**src/sv/wpc_pkg.sv**
```systemverilog
// Package for the waypoint heading controller: widths, fixed-point constants,
// the arctangent table and the structs passed between pipeline modules.
// No dependencies.
package wpc_pkg;

    localparam int XW = 52;
    localparam int ZW = 35;
    localparam int BW = 37;
    localparam int HW = 16;
    localparam int DW = 32;
    localparam int GW = 10;
    localparam int SW = 16;
    localparam int TW = 24;
    localparam int CFG_DW = 24;
    localparam int CFG_IW = 2;

    localparam logic [1:0] REG_CRUISE_SPEED = 2'd0;
    localparam logic [1:0] REG_STEER_GAIN   = 2'd1;
    localparam logic [1:0] REG_ARRIVE_THR   = 2'd2;

    localparam logic [SW-1:0] CRUISE_SPEED_RST = 16'd500;
    localparam logic [GW-1:0] STEER_GAIN_RST   = 10'd205;
    localparam logic [TW-1:0] ARRIVE_THR_RST   = 24'd920;

    localparam logic signed [ZW-1:0] PI_Z     = 35'sd3373259426;
    localparam logic signed [BW-1:0] PI_B     = 37'sd3373259426;
    localparam logic signed [BW-1:0] TWO_PI_B = 37'sd6746518852;
    localparam logic [31:0] INV_GAIN = 32'h9B74EDA8;
    localparam logic [17:0] HDG_COARSE = 18'd187403;
    localparam logic [12:0] HDG_FINE   = 13'd5426;
    localparam logic [13:0] HDG_HALF   = 14'd9000;
    localparam logic [29:0] RECIP_18000 = 30'd977343670;

    typedef struct packed {
        logic                  valid;
        logic [XW-2:0]         mag;
        logic signed [ZW-1:0]  angle;
        logic [HW-1:0]         hdg;
    } cordic_out_t;

    typedef struct packed {
        logic                  valid;
        logic [DW-1:0]         dist_val;
        logic [ZW-1:0]         theta;
        logic signed [ZW-1:0]  angle;
    } scale_out_t;

    function automatic logic signed [ZW-1:0] atan_q30(input int unsigned i);
        logic signed [ZW-1:0] r;
        case (i)
            0:  r = 35'sh03243F6A8;
            1:  r = 35'sh01DAC6705;
            2:  r = 35'sh00FADBAFC;
            3:  r = 35'sh007F56EA6;
            4:  r = 35'sh003FEAB76;
            5:  r = 35'sh001FFD55B;
            6:  r = 35'sh000FFFAAA;
            7:  r = 35'sh0007FFF55;
            8:  r = 35'sh0003FFFEA;
            9:  r = 35'sh0001FFFFD;
            10: r = 35'sh0000FFFFF;
            11: r = 35'sh00007FFFF;
            12: r = 35'sh00003FFFF;
            13: r = 35'sh00001FFFF;
            14: r = 35'sh00000FFFF;
            15: r = 35'sh000007FFF;
            16: r = 35'sh000003FFF;
            17: r = 35'sh000001FFF;
            18: r = 35'sh000000FFF;
            19: r = 35'sh0000007FF;
            20: r = 35'sh0000003FF;
            21: r = 35'sh0000001FF;
            22: r = 35'sh0000000FF;
            23: r = 35'sh00000007F;
            24: r = 35'sh00000003F;
            25: r = 35'sh00000001F;
            26: r = 35'sh00000000F;
            27: r = 35'sh000000008;
            28: r = 35'sh000000004;
            29: r = 35'sh000000002;
            30: r = 35'sh000000001;
            default: r = '0;
        endcase
        return r;
    endfunction

endpackage

```
**src/sv/wpc_scale.sv**
```systemverilog
// Three-stage scaling: distance from the CORDIC magnitude and heading angle
// in Q30 radians from hundredths of a degree. Depends on wpc_pkg.
module wpc_scale (
    input  logic                   clk,
    input  logic                   rst_n,
    input  wpc_pkg::cordic_out_t   cin,
    output wpc_pkg::scale_out_t    result
);
    import wpc_pkg::*;

    logic                 v1_reg, v2_reg, v3_reg;
    logic [50:0]          hi_prod_reg;
    logic [63:0]          lo_prod_reg;
    logic [28:0]          hv_reg;
    logic [33:0]          ha1_reg, ha2_reg;
    logic signed [ZW-1:0] z1_reg, z2_reg, z3_reg;
    logic [51:0]          mid_reg;
    logic [58:0]          p_reg;
    logic [DW-1:0]        dist_reg;
    logic [ZW-1:0]        theta_reg;

    logic [51:0]          mid_rnd;
    logic [35:0]          d_full;

    assign mid_rnd = mid_reg + 52'd32768;
    assign d_full  = mid_rnd[51:16];

    always_ff @(posedge clk or negedge rst_n)
    begin
        if (!rst_n)
        begin
            v1_reg <= 1'b0;
            v2_reg <= 1'b0;
            v3_reg <= 1'b0;
        end
        else
        begin
            v1_reg <= cin.valid;
            v2_reg <= v1_reg;
            v3_reg <= v2_reg;
        end
    end

    always_ff @(posedge clk)
    begin
        hi_prod_reg <= 51'(cin.mag[50:32]) * 51'(INV_GAIN);
        lo_prod_reg <= 64'(cin.mag[31:0]) * 64'(INV_GAIN);
        hv_reg      <= 29'(29'(cin.hdg) * 29'(HDG_FINE) + 29'(HDG_HALF));
        ha1_reg     <= 34'(cin.hdg) * 34'(HDG_COARSE);
        z1_reg      <= cin.angle;

        mid_reg <= 52'(hi_prod_reg) + 52'(lo_prod_reg[63:32]);
        p_reg   <= 59'(hv_reg) * 59'(RECIP_18000);
        ha2_reg <= ha1_reg;
        z2_reg  <= z1_reg;

        dist_reg  <= (d_full[35:32] != '0) ? '1 : d_full[31:0];
        theta_reg <= 35'(ha2_reg) + 35'(p_reg[58:44]);
        z3_reg    <= z2_reg;
    end

    assign result.valid    = v3_reg;
    assign result.dist_val = dist_reg;
    assign result.theta    = theta_reg;
    assign result.angle    = z3_reg;

endmodule

```
**config.mk**
```make
export PLATFORM = sky130hd
export DESIGN_NAME = wpc_scale
export DESIGN_NICKNAME = d
export VERILOG_FILES = /design/src/sv/wpc_pkg.sv /design/src/sv/wpc_scale.sv
export SDC_FILE = /design/constraint.sdc
export NUM_CORES = 2
export LEC_CHECK = 0
export BUFFER_PORTS_ARGS = -buffer_cell sky130_fd_sc_hd__buf_2
export CAP_MARGIN = 0
export CORE_MARGIN = 8
export CORE_UTILIZATION = 55
export DETAILED_ROUTE_END_ITERATION = 7
export PLACE_DENSITY_LB_ADDON = 0.12
export SLEW_MARGIN = 20
export SYNTH_ARGS = -nofsm -noshare
export SYNTH_HDL_FRONTEND = slang
export SYNTH_SLANG_ARGS = --single-unit
export TNS_END_PERCENT = 10
```
**constraint.sdc**
```tcl
create_clock -name clk -period 9.8 [get_ports clk]
set_input_delay 1.96 -clock clk [delete_from_list [all_inputs] [get_ports clk]]
set_output_delay 1.96 -clock clk [all_outputs]
set_load 0.02 [all_outputs]
```
==> out/results.ini <==
[logic_synthesis]
synth_ff_type=dfxtp_1
seq_area_frac_synth_pct=13.8
yosysWarnings=0
synthCells=5605
synth_area_per_cell_um2=10.4
synth_area_mm2=0.0581
async_reset_ff_share_pct=0.752
ys_seq_elements=399
synth_enable_flop_cells=0
synth_cell_types=77
syn-num-nets=7915

[critical_path]
cp-start-kind=input pin
path_common_cell=fa_1
critical_path.max_fanout=6
rr_endpoint=p_reg[58]
cpMaxStageDelayCell=fa_1
rr_worst_depth=24
cp.arrival_ns=9.34
crit_required_ns=10.31
endpoint_kind=flip-flop
worstSetupPathType=input pin to flip-flop
reg2reg_slack_ns=1.57
worstReg2RegStart=hv_reg[7]
critPathMaxStageDelay_ns=0.54

[final_layout]
largest_register_ffs=48
layout_commonest_cell=inv_1
nFillCells=9294
ff_latch_area_mm2=0.00800
final_cell_mix=1672 x inv_1, 1145 x ha_1, 1060 x fa_1
fin_cells=7290
nNetsFinal=8173
drive_gt1_share_pct=5.72
multi_input_area_mm2=0.0438
areaGrowthSynthToFinish_pct=7.42
fin_util_pct=59.4

[placement]
dpl_worst_slack_ns=0.428
io_buffers=207
dp.cells=7211
hpwl_um=118000
globalplace.congestion=0.938

[drt]
drt_first_iter_violations=1784
wl_per_cell_um=18.2
drt-total-wl_um=133000
drc_errors=0
first_pass_iters=7
ant_nets=0
via_count=37100
via_per_inst=5.09

[min_path]
whs_path_depth=0
hold_end=z3_reg[6]
min-delay-start=z2_reg[6]
min_path_type=flip-flop to flip-flop

[clock_tree]
root_buffer=clkbuf_16
clock_path_buffers=3
cts_num_sinks=399
insertion_delay_ns=0.58
cts_resized=0
cts_setup_buffers=0
cts.clk_slew.worst_paths_ns=0.07
numCtsBuffers=41
htreeDepth=2
cts_hold_repair.buffers=0
tritoncts=done

[timing]
relSlewSlack_pct=30.9
min_period_ns=8.84
fin_worst_skew_ns=0.0164
max_freq_mhz=113
finalMaxSlewViolations=0
setup_viol=0
tns_ns=0
period_share_pct=90.2
final_hold_viol_count=0
timing.final.ws_setup_ns=0.964
rsz0062_at_grt=no
worst_pin_slew_ns=1.04

[floorplan]
core_area_mm2=0.105
die_y_um=341
die-area_mm2=0.116
rows=119
die_w_um=341
ios=208
initial_core_util_pct=55.3

[global_routing]
grt_overflow=0
antenna_found_initial=3
grt_pass1_wl_um=214000
grt_max_degree=32
first_global_vias=39300
grt_use_total_pct=23.3

[status]
outcome=complete, no violations

[flow_run]
cap_violations=0

Yosys cell counts, types with 4 or more instances:
master,instances,area (µm²)
a221oi_1,4,35.0
a21o_1,113,848
ha_1,1145,14300
a211oi_1,11,82.6
o21bai_1,21,158
nand4_1,36,225
xnor2_1,162,1420
clkbuf_1,13,48.8
o21a_1,28,210
and3_1,30,188
inv_1,1672,6280
a31o_2,4,35.0
fa_1,1060,21200
nand3_1,75,375
a21oi_1,159,796
a221o_1,5,50.1
nor2_1,118,443
o31ai_1,7,52.6
nor3_1,35,175
a21boi_0,4,30.0
o31a_1,4,35.0
nor2b_1,27,169
and2_1,9,56.3
nand2_1,137,514
dfxtp_1,396,7930
nand2b_1,10,62.6
a2111oi_0,4,35.0
o211ai_1,5,37.5
or2_2,7,43.8
nor4_1,8,50.1
a31oi_1,21,131
and4_1,12,105
a41oi_1,4,35.0
xor2_1,84,736
or3_1,8,50.1
o21ai_1,8,40.0
o21ai_0,93,465
o22ai_1,6,37.5
critical path: cells and delay by family:
family	cells	cell delay, ns
and+or+nand+nor	2	0.55
AOI/OAI and AO/OA	7	1.31
adders and majority gates	9	4.21
xor gates and xnor gates	1	0.15
buffers and inverters	9	1.15
kinds of logic (layout without fill, tap and decap cells):
logic type	count (synthesis)	in the layout	share of synthesized area [%]
flip-flops	399	399	13.8
multiplexers	1	1	0.0194
buffers and inverters	1691	1982	10.9
XOR/XNOR	246	246	3.71
AO/OA/AOI/OAI	533	533	5.92
adder cells (fa/ha/maj)	2205	2205	61.1
AND/OR/NAND/NOR	530	530	4.53
other	0	3	0
stage by stage:
step	hold slack, ns	instance area, µm²
after floorplan	0.310	58100
after global placement	0.310	61000
after detailed placement	0.312	61000
after CTS	0.318	62500
after global routing	0.327	62500
final	0.320	62500
layout make-up:
class / count / area share, %
Antenna cell: 3 / 0.0120
Clock buffer: 52 / 1.74
Clock inverter: 24 / 0.505
Inverter: 1672 / 10.0
Multi-Input combinational cell: 3515 / 70.1
Sequential cell: 399 / 12.8
Tap cell: 1391 / 2.79
Timing Repair Buffer: 234 / 1.98
worst max path at each step:
| stage | startpoint | end | slack [ns] | depth (start not counted) |
|---|---|---|---|---|
| final | cin[59] | lo_prod_reg[59] | 0.96 | 28 |
| after global routing | cin[60] | lo_prod_reg[59] | 0.56 | 26 |
| after CTS | cin[59] | lo_prod_reg[59] | 1.02 | 28 |
| after detailed placement | cin[60] | lo_prod_reg[59] | 0.43 | 26 |
| after global placement | cin[60] | lo_prod_reg[59] | 0.52 | 26 |
| after floorplan | cin[60] | lo_prod_reg[61] | 1.26 | 24 |
layer usage:
layer | routed length [µm] | part of all wire (%) | GRT usage (%) | up-vias
li1 | - | - | - | 17900
met1 | 60500 | 46 | 32.8 | 18400
met2 | 62100 | 47 | 38.1 | 708
met3 | 7700 | 5.8 | 4.42 | 137
met4 | 2660 | 2.0 | 4.29 | 0
met5 | 0 | 0 | 0 | -
Power is left out: the tool's default activity adds up to more than one toggle a clock period on the data nets, which glitch-free logic cannot reach.
