==> config.mk <==
export PLATFORM = sky130hd
export DESIGN_NAME = wpc_steer
export DESIGN_NICKNAME = d
export VERILOG_FILES = /design/src/sv/wpc_pkg.sv /design/src/sv/wpc_steer.sv
export SDC_FILE = /design/constraint.sdc
export NUM_CORES = 1
export LEC_CHECK = 0
export BUFFER_PORTS_ARGS = -buffer_cell sky130_fd_sc_hd__buf_4
export CAP_MARGIN = 0
export CORE_MARGIN = 2
export CORE_UTILIZATION = 55
export CTS_CLUSTER_DIAMETER = 80
export DETAILED_ROUTE_END_ITERATION = 16
export PLACE_DENSITY_LB_ADDON = 0.1
export SLEW_MARGIN = 30
export SYNTH_ARGS = -nofsm -noshare
export SYNTH_HDL_FRONTEND = slang
export SYNTH_SLANG_ARGS = --single-unit
==> constraint.sdc <==
create_clock -name clk -period 7.6 [get_ports clk]
set_input_delay 0.38 -clock clk [delete_from_list [all_inputs] [get_ports clk]]
set_output_delay 0.38 -clock clk [all_outputs]
set_load 0.02 [all_outputs]
==> src/sv/wpc_pkg.sv <==
// Package for the waypoint heading controller: widths, fixed-point constants,
// the arctangent table and the structs passed between pipeline modules.
// No dependencies.
package wpc_pkg;

    localparam int XW = 52;
    localparam int ZW = 35;
    localparam int BW = 37;
    localparam int HW = 16;
    localparam int DW = 32;
    localparam int GW = 10;
    localparam int SW = 16;
    localparam int TW = 24;
    localparam int CFG_DW = 24;
    localparam int CFG_IW = 2;

    localparam logic [1:0] REG_CRUISE_SPEED = 2'd0;
    localparam logic [1:0] REG_STEER_GAIN   = 2'd1;
    localparam logic [1:0] REG_ARRIVE_THR   = 2'd2;

    localparam logic [SW-1:0] CRUISE_SPEED_RST = 16'd500;
    localparam logic [GW-1:0] STEER_GAIN_RST   = 10'd205;
    localparam logic [TW-1:0] ARRIVE_THR_RST   = 24'd920;

    localparam logic signed [ZW-1:0] PI_Z     = 35'sd3373259426;
    localparam logic signed [BW-1:0] PI_B     = 37'sd3373259426;
    localparam logic signed [BW-1:0] TWO_PI_B = 37'sd6746518852;
    localparam logic [31:0] INV_GAIN = 32'h9B74EDA8;
    localparam logic [17:0] HDG_COARSE = 18'd187403;
    localparam logic [12:0] HDG_FINE   = 13'd5426;
    localparam logic [13:0] HDG_HALF   = 14'd9000;
    localparam logic [29:0] RECIP_18000 = 30'd977343670;

    typedef struct packed {
        logic                  valid;
        logic [XW-2:0]         mag;
        logic signed [ZW-1:0]  angle;
        logic [HW-1:0]         hdg;
    } cordic_out_t;

    typedef struct packed {
        logic                  valid;
        logic [DW-1:0]         dist_val;
        logic [ZW-1:0]         theta;
        logic signed [ZW-1:0]  angle;
    } scale_out_t;

    function automatic logic signed [ZW-1:0] atan_q30(input int unsigned i);
        logic signed [ZW-1:0] r;
        case (i)
            0:  r = 35'sh03243F6A8;
            1:  r = 35'sh01DAC6705;
            2:  r = 35'sh00FADBAFC;
            3:  r = 35'sh007F56EA6;
            4:  r = 35'sh003FEAB76;
            5:  r = 35'sh001FFD55B;
            6:  r = 35'sh000FFFAAA;
            7:  r = 35'sh0007FFF55;
            8:  r = 35'sh0003FFFEA;
            9:  r = 35'sh0001FFFFD;
            10: r = 35'sh0000FFFFF;
            11: r = 35'sh00007FFFF;
            12: r = 35'sh00003FFFF;
            13: r = 35'sh00001FFFF;
            14: r = 35'sh00000FFFF;
            15: r = 35'sh000007FFF;
            16: r = 35'sh000003FFF;
            17: r = 35'sh000001FFF;
            18: r = 35'sh000000FFF;
            19: r = 35'sh0000007FF;
            20: r = 35'sh0000003FF;
            21: r = 35'sh0000001FF;
            22: r = 35'sh0000000FF;
            23: r = 35'sh00000007F;
            24: r = 35'sh00000003F;
            25: r = 35'sh00000001F;
            26: r = 35'sh00000000F;
            27: r = 35'sh000000008;
            28: r = 35'sh000000004;
            29: r = 35'sh000000002;
            30: r = 35'sh000000001;
            default: r = '0;
        endcase
        return r;
    endfunction

endpackage

==> src/sv/wpc_steer.sv <==
// Steering stages: bearing error, wrap into (-pi, pi], rounding, gain product
// and the output register. Depends on wpc_pkg.
module wpc_steer #(
    parameter int FRAC_BITS = 13
) (
    input  logic                          clk,
    input  logic                          rst_n,
    input  wpc_pkg::scale_out_t           sin,
    input  logic [wpc_pkg::SW-1:0]        cruise_speed,
    input  logic [wpc_pkg::GW-1:0]        steer_gain,
    input  logic [wpc_pkg::TW-1:0]        arrive_threshold,
    output logic                          done,
    output logic [15:0]                   forward_speed,
    output logic signed [17:0]            turn_rate,
    output logic signed [15:0]            bearing_error,
    output logic [31:0]                   distance,
    output logic                          moving
);
    import wpc_pkg::*;

    localparam int SH = 30 - FRAC_BITS;
    localparam logic signed [BW-1:0] RND = BW'(1) <<< (SH - 1);

    logic                 v4_reg, v5_reg, v6_reg, v7_reg, v8_reg, v9_reg;
    logic                 mv4_reg, mv5_reg, mv6_reg, mv7_reg, mv8_reg;
    logic [DW-1:0]        d4_reg, d5_reg, d6_reg, d7_reg, d8_reg;
    logic signed [BW-1:0] b4_reg, b5_reg, b6_reg;
    logic signed [31:0]   br7_reg, br8_reg;
    logic signed [42:0]   prod_reg;

    logic signed [BW-1:0] b5a, b5b, b6a, b6b, b7_rnd;
    logic signed [42:0]   rate_rnd;
    logic signed [BW-1:0] rate_sh;

    logic                 done_reg;
    logic [15:0]          speed_reg;
    logic signed [17:0]   rate_reg;
    logic signed [15:0]   bear_reg;
    logic [31:0]          dist_reg;
    logic                 moving_reg;

    always_comb
    begin
        b5a = (b4_reg > PI_B) ? b4_reg - TWO_PI_B : b4_reg;
        b5b = (b5a > PI_B) ? b5a - TWO_PI_B : b5a;
        b6a = (b5_reg > PI_B) ? b5_reg - TWO_PI_B : b5_reg;
        b6b = (b6a <= -PI_B) ? b6a + TWO_PI_B : b6a;
    end

    assign b7_rnd   = (b6_reg + RND) >>> SH;
    assign rate_rnd = (prod_reg + 43'sd128) >>> 8;
    assign rate_sh  = BW'(rate_rnd);

    always_ff @(posedge clk or negedge rst_n)
    begin
        if (!rst_n)
        begin
            v4_reg   <= 1'b0;
            v5_reg   <= 1'b0;
            v6_reg   <= 1'b0;
            v7_reg   <= 1'b0;
            v8_reg   <= 1'b0;
            v9_reg   <= 1'b0;
            done_reg <= 1'b0;
        end
        else
        begin
            v4_reg   <= sin.valid;
            v5_reg   <= v4_reg;
            v6_reg   <= v5_reg;
            v7_reg   <= v6_reg;
            v8_reg   <= v7_reg;
            v9_reg   <= v8_reg;
            done_reg <= v8_reg;
        end
    end

    always_ff @(posedge clk)
    begin
        b4_reg  <= signed'({2'b00, sin.theta}) - BW'(sin.angle);
        mv4_reg <= sin.dist_val >= {8'b0, arrive_threshold};
        d4_reg  <= sin.dist_val;

        b5_reg  <= b5b;
        mv5_reg <= mv4_reg;
        d5_reg  <= d4_reg;

        b6_reg  <= b6b;
        mv6_reg <= mv5_reg;
        d6_reg  <= d5_reg;

        br7_reg <= b7_rnd[31:0];
        mv7_reg <= mv6_reg;
        d7_reg  <= d6_reg;

        prod_reg <= 43'(signed'({1'b0, steer_gain})) * 43'(br7_reg);
        br8_reg  <= br7_reg;
        mv8_reg  <= mv7_reg;
        d8_reg   <= d7_reg;

        speed_reg  <= mv8_reg ? cruise_speed : '0;
        rate_reg   <= mv8_reg ? rate_sh[17:0] : '0;
        bear_reg   <= br8_reg[15:0];
        dist_reg   <= d8_reg;
        moving_reg <= mv8_reg;
    end

    assign done          = done_reg & v9_reg | done_reg;
    assign forward_speed = speed_reg;
    assign turn_rate     = rate_reg;
    assign bearing_error = bear_reg;
    assign distance      = dist_reg;
    assign moving        = moving_reg;

endmodule
==> reports/results.ini, run 1 <==
[run_status]
outcome=complete, no violations

[route]
detailed_route_via_count=18650
drtIter0Drc=1442
remaining_drc_errors=0
route.detailed.vias_per_inst=5.57
route.detailed.wl_per_inst_um=16.2
detail_route.first_pass.iterations=6
detail-route-antenna-nets=0
drt_wl_total_um=54300

[clock_network]
worstSkewPairLatency_ns=0.56
cts_made_buffers=41
cts_buffer_depth=3
cts_root_buffer=sky130_fd_sc_hd__clkbuf_16
clock_sink_count=404
tritoncts=built
cts_max_level=2
clk_transition_reported_paths_ns=0.06

[logic_synthesis]
total_of_flip_flops_plus_latches_after_synthesis=404
synth.largest_area_cell=sky130_fd_sc_hd__dfxtp_1
synth.distinct_cells=107
synth_top_cells_by_area=sky130_fd_sc_hd__dfxtp_1 34%, sky130_fd_sc_hd__fa_1 13%, sky130_fd_sc_hd__ha_1 6.5%
ys_async_sr_fraction_pct=1.49
simple_logic_cell_fraction_of_the_synthesized_area_pct=18.2
synth_ff_type=sky130_fd_sc_hd__dfxtp_1
area_share_of_the_largest_cell_type_after_synthesis_pct=33.7
synth.area.mux_share_pct=0.603
dominant_combinational_cell_family_by_area_after_synthesis=adder cells
synth-compound-area-share_pct=14.2
synth_area_per_cell_um2=9.18
synth_adder_area_share_pct=19.1
syn_inst=2576
netlist_area_um2=23700
synth_common_cells=398 x sky130_fd_sc_hd__dfxtp_1, 285 x sky130_fd_sc_hd__inv_1, 229 x sky130_fd_sc_hd__nand2_1
ys_seq_area_share_pct=34.3
yosys_warnings=0
xor_xnor_share_of_the_synthesized_area_pct=6.96
synth_edf_count=0
yosys.cell_count.top_type=sky130_fd_sc_hd__dfxtp_1
number_of_nets_produced_by_synthesis=3002

[worst_setup_path]
worst-endpoint-required_ns=8.04
startpoint_to_endpoint_class_of_the_critical_path=reg -> reg
crit_path_frequent_cell=sky130_fd_sc_hd__fa_1
crit_arrival_ns=6.43
critical_path.top_delay_family=adder cells
path_buf_inv=3
worstPathCellList=nand2_1, fa_1, fa_1, inv_1, ha_1, fa_1, inv_1, fa_1, inv_1, ha_1, o21a_1, o211ai_1, a21boi_0, o2111ai_1, a211o_1, a31oi_1, nand2_1, a21boi_0, o21a_1, o41ai_1, xnor2_1
worst_path_largest_cell_delay_ns=0.59
worst_setup_path_end_kind=flip-flop
worstPathMaxFanout=11
crit_slowest_cell=sky130_fd_sc_hd__dfxtp_1
critPathLaunchType=flip-flop

[global_routing]
grt_antenna_before_repair=2
grt_max_degree=54
global_route_wire_length_before_repair_um=91300
first_global_vias=18404
global_route_usage_over_all_layers_pct=25.0
grt_remaining_overflow=0

[floorplan]
design.die.area_um2=44700
core_area_um2=42200
fp-row-count=75
initial_core_util_pct=56.0
die_height_um=211
die-width_um=211
num_io_pins=239

[timing]
finalHoldViolCount=0
final.setup.tns_ns=0
finClkSkew_ns=0.0138
fin_crit_ns=5.99
final.period_utilization_pct=78.8
worst_pin_slew_ns=0.936
setup_viol_count_final=0
max_freq_mhz=167
slew_headroom_pct=37.1
finalMaxSlewViolations=0
whs_ns=0.0319
layout_setup_ws_ns=1.61
rsz0062_at_grt=false

[final_layout]
design_area_final_um2=27400
antenna_cells=0
nNetsFinal=3208
share_of_post_route_cells_with_drive_strength_above_1_pct=13.1
area_growth_syn_to_layout_pct=15.8

[worst_hold_path]
hold_path.class=in -> reg

[placement]
post-dp-hpwl_um=41400
finalWeightedCongestion=0.884
dpl_cell_area_um2=25600
detailedPlace.worstSlack_ns=1.61
port_buffers=238

[job]
drv_cap=0

routing by layer:
layer / vias up / GRT usage [%] / routed length [um]
met5: - / 0 / 21
met4: 4 / 8.50 / 1630
met3: 110 / 5.21 / 3650
met1: 8830 / 33.6 / 24300
met2: 599 / 40.3 / 24700
li1: 9107 / - / -
metrics by stage:
| step | utilization [%] | instances |
|---|---|---|
| 2_1_floorplan | - | 2576 |
| 3_3_place_gp | 60.7 | 3237 |
| 3_5_place_dp | 60.7 | 3237 |
| 4_1_cts | 64.8 | 3348 |
| 5_1_grt | 64.8 | 3348 |
| 6_report | 64.8 | 3348 |
cell usage in the layout (no fill, tap or decap), drive strengths merged, types with 20 or more instances in the layout:
| cell | instances |
|---|---|
| dfxtp | 398 |
| fa | 149 |
| a31oi | 20 |
| ha | 122 |
| xnor2 | 142 |
| buf | 242 |
| dlygate4sd3 | 41 |
| a211oi | 22 |
| o21a | 21 |
| nand2 | 229 |
| a21oi | 99 |
| and2 | 142 |
| o211ai | 32 |
| clkbuf | 52 |
| nand3 | 64 |
| inv | 290 |
| a21o | 32 |
| o21ai | 82 |
| nor2 | 126 |
| xor2 | 46 |
| nor3 | 72 |
| nor4 | 25 |
cell type report:
class	count	area (um^2)
fill	3417	14800
multi-input combinational	1767	14000
sequential	404	8120
timing repair buffer	283	2230
clock buffer	52	1110
inverter	285	1070
tap	539	674
clock inverter	18	203
worst paths after layout:
path	startpoint	to	slack, ns	depth (start not counted)
worst min-delay path	cruise_speed[8]	forward_speed[8]$_SDFF_PN0_	0.03	2
max in group asynchronous	rst_n	v7_reg$_DFF_PN0_	7.32	2
worst max-delay path	br7_reg[3]$_DFF_P_	prod_reg[25]$_DFF_P_	1.61	21
min in group asynchronous	rst_n	done_reg$_DFF_PN0_	0.16	2
worst max register to register	br7_reg[3]$_DFF_P_	prod_reg[25]$_DFF_P_	1.61	21
worst min register to register	d7_reg[6]$_DFF_P_	d8_reg[6]$_DFF_P_	0.32	0
timing repair:
action | 4_1_cts | 5_1_grt
resized for setup | 0 | 0
endpoints found under the hold margin | 46 | 0
buffers inserted | 0 | 0
hold buffers | 41 | 0
logic make-up (layout without fill, tap and decap cells):
| family | Yosys count | in the layout |
|---|---|---|
| adders and majority gates | 271 | 271 |
| buffers and inverters | 405 | 638 |
| AOI/OAI and AO/OA | 473 | 473 |
| muxes | 14 | 14 |
| DFF | 404 | 404 |
| xor gates and xnor gates | 188 | 188 |
| and+or+nand+nor | 821 | 821 |
Power of run 1 is not shown: default switching activity piles up to over one toggle a cycle in this logic, so the estimate is an artifact.
==> run 2, diff against run 1 <==
==> constraint.sdc (replaced) <==
create_clock -name clk -period 6.28 [get_ports clk]
set_input_delay 0.314 -clock clk [delete_from_list [all_inputs] [get_ports clk]]
set_output_delay 0.314 -clock clk [all_outputs]
set_load 0.02 [all_outputs]
==> reports/results.ini, run 2 (synthesis results as in run 1) <==
[clock_network]
post_cts_setup_driven_buffer_insertion_count=0  ; unchanged
cts_root_buffer=sky130_fd_sc_hd__clkbuf_16
cts_made_buffers=42  ; +2.4%
clock_sink_count=404  ; unchanged
tritoncts=built
cts_max_level=2  ; unchanged
clk_transition_reported_paths_ns=0.06  ; about the same
worstSkewPairLatency_ns=0.57  ; about the same
cts_buffer_depth=3  ; unchanged

[global_routing]
first_global_vias=18478  ; +0.40%
grt_antenna_before_repair=2  ; unchanged
grt_remaining_overflow=0  ; unchanged
global_route_wire_length_before_repair_um=92100  ; +0.88%
grt_max_degree=36  ; -33%
global_route_usage_over_all_layers_pct=25.4  ; +0.39 points

[worst_setup_path]
worst_case_register_to_register_setup_slack_ns=0.33  ; -1.29 ns
worst_setup_path_end_kind=flip-flop
rr_endpoint=prod_reg[25]$_DFF_P_
worst-endpoint-required_ns=6.78  ; -1.26 ns
crit_slowest_cell=sky130_fd_sc_hd__dfxtp_1
path_buf_inv=3  ; unchanged
reg2reg_depth=19  ; -9.5%
critical_path.top_delay_family=adder cells
startpoint_to_endpoint_class_of_the_critical_path=reg -> reg
worstPathMaxFanout=11  ; unchanged
critPathLaunchType=flip-flop
worst_r2r_startpoint=br7_reg[7]$_DFF_P_
worstPathCellList=nand2_1, fa_1, fa_1, inv_1, fa_1, fa_1, inv_1, fa_1, inv_1, ha_1, a21o_1, a2111oi_1, a211o_1, a31oi_1, nand2_1, a21boi_1, o21a_1, o41ai_1, xnor2_1
crit_path_frequent_cell=sky130_fd_sc_hd__fa_1
worst_path_largest_cell_delay_ns=0.59  ; about the same
crit_arrival_ns=6.45  ; +0.02 ns

[timing]
worst_pin_slew_ns=0.971  ; +0.0356 ns
final.setup.tns_ns=0  ; unchanged
final.period_utilization_pct=94.8  ; +16 points
slew_headroom_pct=35.2  ; -1.9 points
fin_crit_ns=5.95  ; -0.0322 ns
rsz0062_at_grt=false
finClkSkew_ns=0.0155  ; +0.00165 ns
setup_viol_count_final=0  ; unchanged
max_freq_mhz=168  ; +0.54%
finalMaxSlewViolations=0  ; unchanged
finalHoldViolCount=0  ; unchanged

[floorplan]
num_io_pins=239  ; unchanged
core_area_um2=42200  ; unchanged
die-width_um=211  ; unchanged
initial_core_util_pct=56.0  ; unchanged
die_height_um=211  ; unchanged
design.die.area_um2=44700  ; unchanged
fp-row-count=75  ; unchanged

[job]
drv_cap=0  ; unchanged

[placement]
port_buffers=238  ; unchanged
finalWeightedCongestion=0.900  ; +1.7%
post-dp-hpwl_um=42000  ; +1.4%

[route]
drtIter0Drc=1404  ; -2.6%
detailed_route_via_count=18752  ; +0.55%
detail-route-antenna-nets=0  ; unchanged
route.detailed.wl_per_inst_um=16.3  ; +0.69%
remaining_drc_errors=0  ; unchanged
detail_route.first_pass.iterations=6  ; unchanged
drt_wl_total_um=55200  ; +1.6%
route.detailed.vias_per_inst=5.55  ; -0.35%

[final_layout]
share_of_post_route_cells_with_drive_strength_above_1_pct=13.7  ; +0.57 points
area_growth_syn_to_layout_pct=17.1
final_core_utilization_pct=65.6  ; +0.74 points
layout.cells.most_common=sky130_fd_sc_hd__dfxtp_1
mostFrequentLayoutCells=395 x sky130_fd_sc_hd__dfxtp_1, 285 x sky130_fd_sc_hd__inv_1, 253 x sky130_fd_sc_hd__buf_4, 229 x sky130_fd_sc_hd__nand2_1, 149 x sky130_fd_sc_hd__fa_1
nNetsFinal=3230  ; +0.69%

[worst_hold_path]
hold-path-endpoint=b4_reg[0]$_DFF_P_
hp-start=sin[35]
hold_path.class=in -> reg
hold-path-cell-count=4  ; +2

[run_status]
outcome=complete, no violations

run 2: worst reg2reg max path, stage by stage, from the launching register on:
cell and delay, ns:
sky130_fd_sc_hd__dfxtp_1 0.59, sky130_fd_sc_hd__nand2_1 0.15, sky130_fd_sc_hd__fa_1 0.51, sky130_fd_sc_hd__fa_1 0.54
sky130_fd_sc_hd__inv_1 0.06, sky130_fd_sc_hd__fa_1 0.46, sky130_fd_sc_hd__fa_1 0.55, sky130_fd_sc_hd__inv_1 0.06
sky130_fd_sc_hd__fa_1 0.53, sky130_fd_sc_hd__inv_1 0.04, sky130_fd_sc_hd__ha_1 0.33, sky130_fd_sc_hd__a21o_1 0.20
sky130_fd_sc_hd__a2111oi_1 0.53, sky130_fd_sc_hd__a211o_1 0.25, sky130_fd_sc_hd__a31oi_1 0.14, sky130_fd_sc_hd__nand2_1 0.12
sky130_fd_sc_hd__a21boi_1 0.11, sky130_fd_sc_hd__o21a_1 0.23, sky130_fd_sc_hd__o41ai_1 0.32, sky130_fd_sc_hd__xnor2_1 0.17
run 2: what timing repair did:
item | 4_1_cts | 5_1_grt
endpoints found under the setup margin | 0 | 3
gates resized for setup | 0 | 5
hold endpoints to repair | 56 | 0
hold buffers | 51 | 0
run 2: cell type report:
cell class	count	area, um^2
fill	3479	14500
tap	539	674
clock buffer	55	1160
antenna	1	2.50
sequential	404	8120
multi-input combinational	1767	14000
timing repair buffer	304	2410
inverter	285	1070
clock inverter	23	283
run 2: through the flow:
step / cells / cell area [um^2] / setup slack [ns] / hold WS, ns
floorplan: 2576 / 23700 / 0.497 / 0.0184
global placement: 3248 / 25700 / 0.445 / 0.123
detailed placement: 3248 / 25700 / 0.254 / 0.124
CTS: 3377 / 27700 / 0.259 / 0.0506
global route: 3377 / 27700 / 0.0118 / 0.0785
finish: 3378 / 27700 / 0.326 / 0.0734
run 2: worst max-delay path by stage:
stage                        from                    to  slack, ns  cells past startpoint
2_1_floorplan       steer_gain[6]  prod_reg[25]$_DFF_P_       0.50                     21
3_5_place_dp   br7_reg[3]$_DFF_P_  prod_reg[25]$_DFF_P_       0.25                     21
6_report       br7_reg[7]$_DFF_P_  prod_reg[25]$_DFF_P_       0.33                     19
3_3_place_gp   br7_reg[4]$_DFF_P_  prod_reg[25]$_DFF_P_       0.45                     19
4_1_cts        br7_reg[3]$_DFF_P_  prod_reg[25]$_DFF_P_       0.26                     21
5_1_grt        br7_reg[7]$_DFF_P_  prod_reg[25]$_DFF_P_       0.01                     19
run 2: metal layers:
metal	GRT usage [%]	routed length (um)	vias to the layer above
met1	34.3	24400	8847
met3	5.40	3870	86
li1	-	-	9152
met5	0	8	-
met4	6.73	1210	2
met2	41.4	25700	665
Power of run 2 is left out for the same reason.
==> run 3, diff against run 2 <==
--- a/config.mk
+++ b/config.mk
@@ -12,6 +12,7 @@
 export CTS_CLUSTER_DIAMETER = 80
 export DETAILED_ROUTE_END_ITERATION = 16
 export PLACE_DENSITY_LB_ADDON = 0.1
+export REMOVE_ABC_BUFFERS = 1
 export SLEW_MARGIN = 30
 export SYNTH_ARGS = -nofsm -noshare
 export SYNTH_HDL_FRONTEND = slang
==> constraint.sdc (replaced) <==
create_clock -name clk -period 6.3 [get_ports clk]
set_input_delay 0.315 -clock clk [delete_from_list [all_inputs] [get_ports clk]]
set_output_delay 0.315 -clock clk [all_outputs]
set_load 0.02 [all_outputs]
==> reports/results.ini, run 3 (synthesis results as in run 1) <==
[run_status]
outcome=complete, no violations

[floorplan]
die_height_um=211  ; unchanged
die-width_um=211  ; unchanged
initial_core_util_pct=56.0  ; unchanged
core_area_um2=42200  ; unchanged
num_io_pins=239  ; unchanged
design.die.area_um2=44700  ; unchanged
fp-row-count=75  ; unchanged

[timing]
worst_pin_slew_ns=0.926  ; -0.0451 ns
layout_setup_ws_ns=0.395  ; +0.0693 ns
final.setup.tns_ns=0  ; unchanged
rsz0062_at_grt=false
fin_crit_ns=5.91  ; -0.0493 ns
slew_headroom_pct=38.1  ; +2.9 points
finClkSkew_ns=0.0256  ; +0.0101 ns
finalHoldViolCount=0  ; unchanged
setup_viol_count_final=0  ; unchanged
finalMaxSlewViolations=0  ; unchanged
max_freq_mhz=169  ; +0.84%
final.period_utilization_pct=93.7  ; -1.1 points

[global_routing]
grt_antenna_before_repair=0  ; -2
grt_max_degree=37  ; +2.8%
grt_remaining_overflow=0  ; unchanged
first_global_vias=18601  ; +0.67%
global_route_wire_length_before_repair_um=90500  ; -1.7%
global_route_usage_over_all_layers_pct=24.7  ; -0.70 points

[worst_setup_path]
reg2reg_depth=21  ; +2
crit_path_frequent_cell=sky130_fd_sc_hd__fa_1
worst-endpoint-required_ns=6.80  ; +0.02 ns
worst_case_register_to_register_setup_slack_ns=0.39  ; +0.07 ns
worst_path_largest_cell_delay_ns=0.55  ; -0.04 ns
worst_setup_path_end_kind=flip-flop
worstPathCellList=and2_1, fa_1, ha_1, inv_1, fa_1, fa_1, fa_1, inv_1, ha_1, a2111oi_0, o21ai_0, o211ai_1, a21boi_1, o2111ai_1, a211o_1, a31oi_1, nand2_1, a21boi_0, o21a_1, o31ai_1, xnor2_1
critical_path_depth=21  ; +2
worstPathMaxFanout=11  ; unchanged
path_buf_inv=2  ; -1
critPathLaunchType=flip-flop
critical_path.top_delay_family=adder cells
startpoint_to_endpoint_class_of_the_critical_path=reg -> reg
crit_arrival_ns=6.40  ; -0.05 ns
crit_slowest_cell=sky130_fd_sc_hd__fa_1

[final_layout]
share_of_post_route_cells_with_drive_strength_above_1_pct=13.6  ; -0.077 points
area.sequential_um2=8120  ; about the same
antenna_cells=0  ; -1
area_growth_syn_to_layout_pct=16.9
nNetsFinal=3227  ; -0.093%
design_area_final_um2=27700  ; -0.13%
fill_cells=3418  ; -1.8%
mostFrequentLayoutCells=393 x sky130_fd_sc_hd__dfxtp_1, 285 x sky130_fd_sc_hd__inv_1, 251 x sky130_fd_sc_hd__buf_4, 229 x sky130_fd_sc_hd__nand2_1, 149 x sky130_fd_sc_hd__fa_1
layout.cells.most_common=sky130_fd_sc_hd__dfxtp_1
area_used_by_multi_input_combinational_logic_um2=14000  ; about the same

[clock_network]
clk_transition_reported_paths_ns=0.07  ; about the same
cts_buffer_depth=3  ; unchanged
cts_made_buffers=41  ; -2.4%
tritoncts=built
clock_sink_count=404  ; unchanged
cts_root_buffer=sky130_fd_sc_hd__clkbuf_16
post_cts_setup_driven_buffer_insertion_count=0  ; unchanged
worstSkewPairLatency_ns=0.57  ; about the same
cts_max_level=2  ; unchanged

[route]
detail_route.first_pass.iterations=6  ; unchanged
detail-route-antenna-nets=0  ; unchanged
drt_wl_total_um=54300  ; -1.6%
remaining_drc_errors=0  ; unchanged
drtIter0Drc=1282  ; -8.7%
route.detailed.vias_per_inst=5.54  ; -0.22%
detailed_route_via_count=18672  ; -0.43%
route.detailed.wl_per_inst_um=16.1  ; -1.4%

[placement]
port_buffers=238  ; unchanged
dpl_cell_area_um2=25700  ; about the same
finalWeightedCongestion=0.906  ; +0.72%
detailedPlace.worstSlack_ns=0.192  ; -0.0616 ns
post-dp-hpwl_um=41400  ; -1.4%

[worst_hold_path]
hold_path.class=in -> reg
hold-path-cell-count=3  ; -1

[job]
drv_cap=0  ; unchanged

==> run 3: cell count changes in the layout (fill, tap and decap cells not counted), moves of 2 or more <==
cell                       delta
sky130_fd_sc_hd__clkinv_2     -4
sky130_fd_sc_hd__clkinv_8     +2
sky130_fd_sc_hd__buf_4        -2
sky130_fd_sc_hd__dfxtp_1      -2
sky130_fd_sc_hd__dfxtp_2      +2
==> run 3: layout make-up <==
class                      instances  area share (%)
clock buffer                      54            4.10
clock inverter                    20            1.01
inverter                         285            3.87
multi-input combinational       1767            50.6
sequential                       404            29.4
tap                              539            2.44
timing repair buffer             302            8.66
==> run 3: worst paths after layout <==
kind / from / endpoint
worst max register to register: br7_reg[1]$_DFF_P_ / prod_reg[24]$_DFF_P_
max in group asynchronous: rst_n / v5_reg$_DFF_PN0_
worst min-delay path: sin[1] / b4_reg[1]$_DFF_P_
worst max-delay path: br7_reg[1]$_DFF_P_ / prod_reg[24]$_DFF_P_
worst min register to register: d8_reg[3]$_DFF_P_ / distance[3]$_DFF_P_
min in group asynchronous: rst_n / v7_reg$_DFF_PN0_
==> run 3: what timing repair did <==
action | 4_1_cts | 5_1_grt
hold buffers | 51 | 0
hold endpoints to repair | 56 | 0
endpoints found under the setup margin | 0 | 3
gates resized for setup | 0 | 7
==> run 3: tightest hold or removal path: stages <==
cell and delay, ns:
sky130_fd_sc_hd__buf_4 0.09, sky130_fd_sc_hd__fa_1 0.15, sky130_fd_sc_hd__inv_1 0.03
==> run 3: through the flow <==
| stage | hold WS, ns | std cells | util [%] |
|---|---|---|---|
| floorplan | 0.0194 | 2456 | - |
| global placement | 0.120 | 3246 | 60.9 |
| detailed placement | 0.124 | 3246 | 60.9 |
| CTS | 0.0369 | 3371 | 65.5 |
| global route | 0.0540 | 3371 | 65.5 |
| finish | 0.0599 | 3371 | 65.5 |
==> run 3: layer usage <==
layer / up-vias / share of wire, % / routed length [um] / GRT usage (%)
met5: - / 0 / 0 / 0
met4: 0 / 2.5 / 1360 / 7.99
met3: 98 / 6.4 / 3460 / 4.69
met2: 583 / 48 / 26000 / 41.9
met1: 8820 / 43 / 23500 / 31.9
li1: 9171 / - / - / -
Power of run 3 is left out for the same reason.
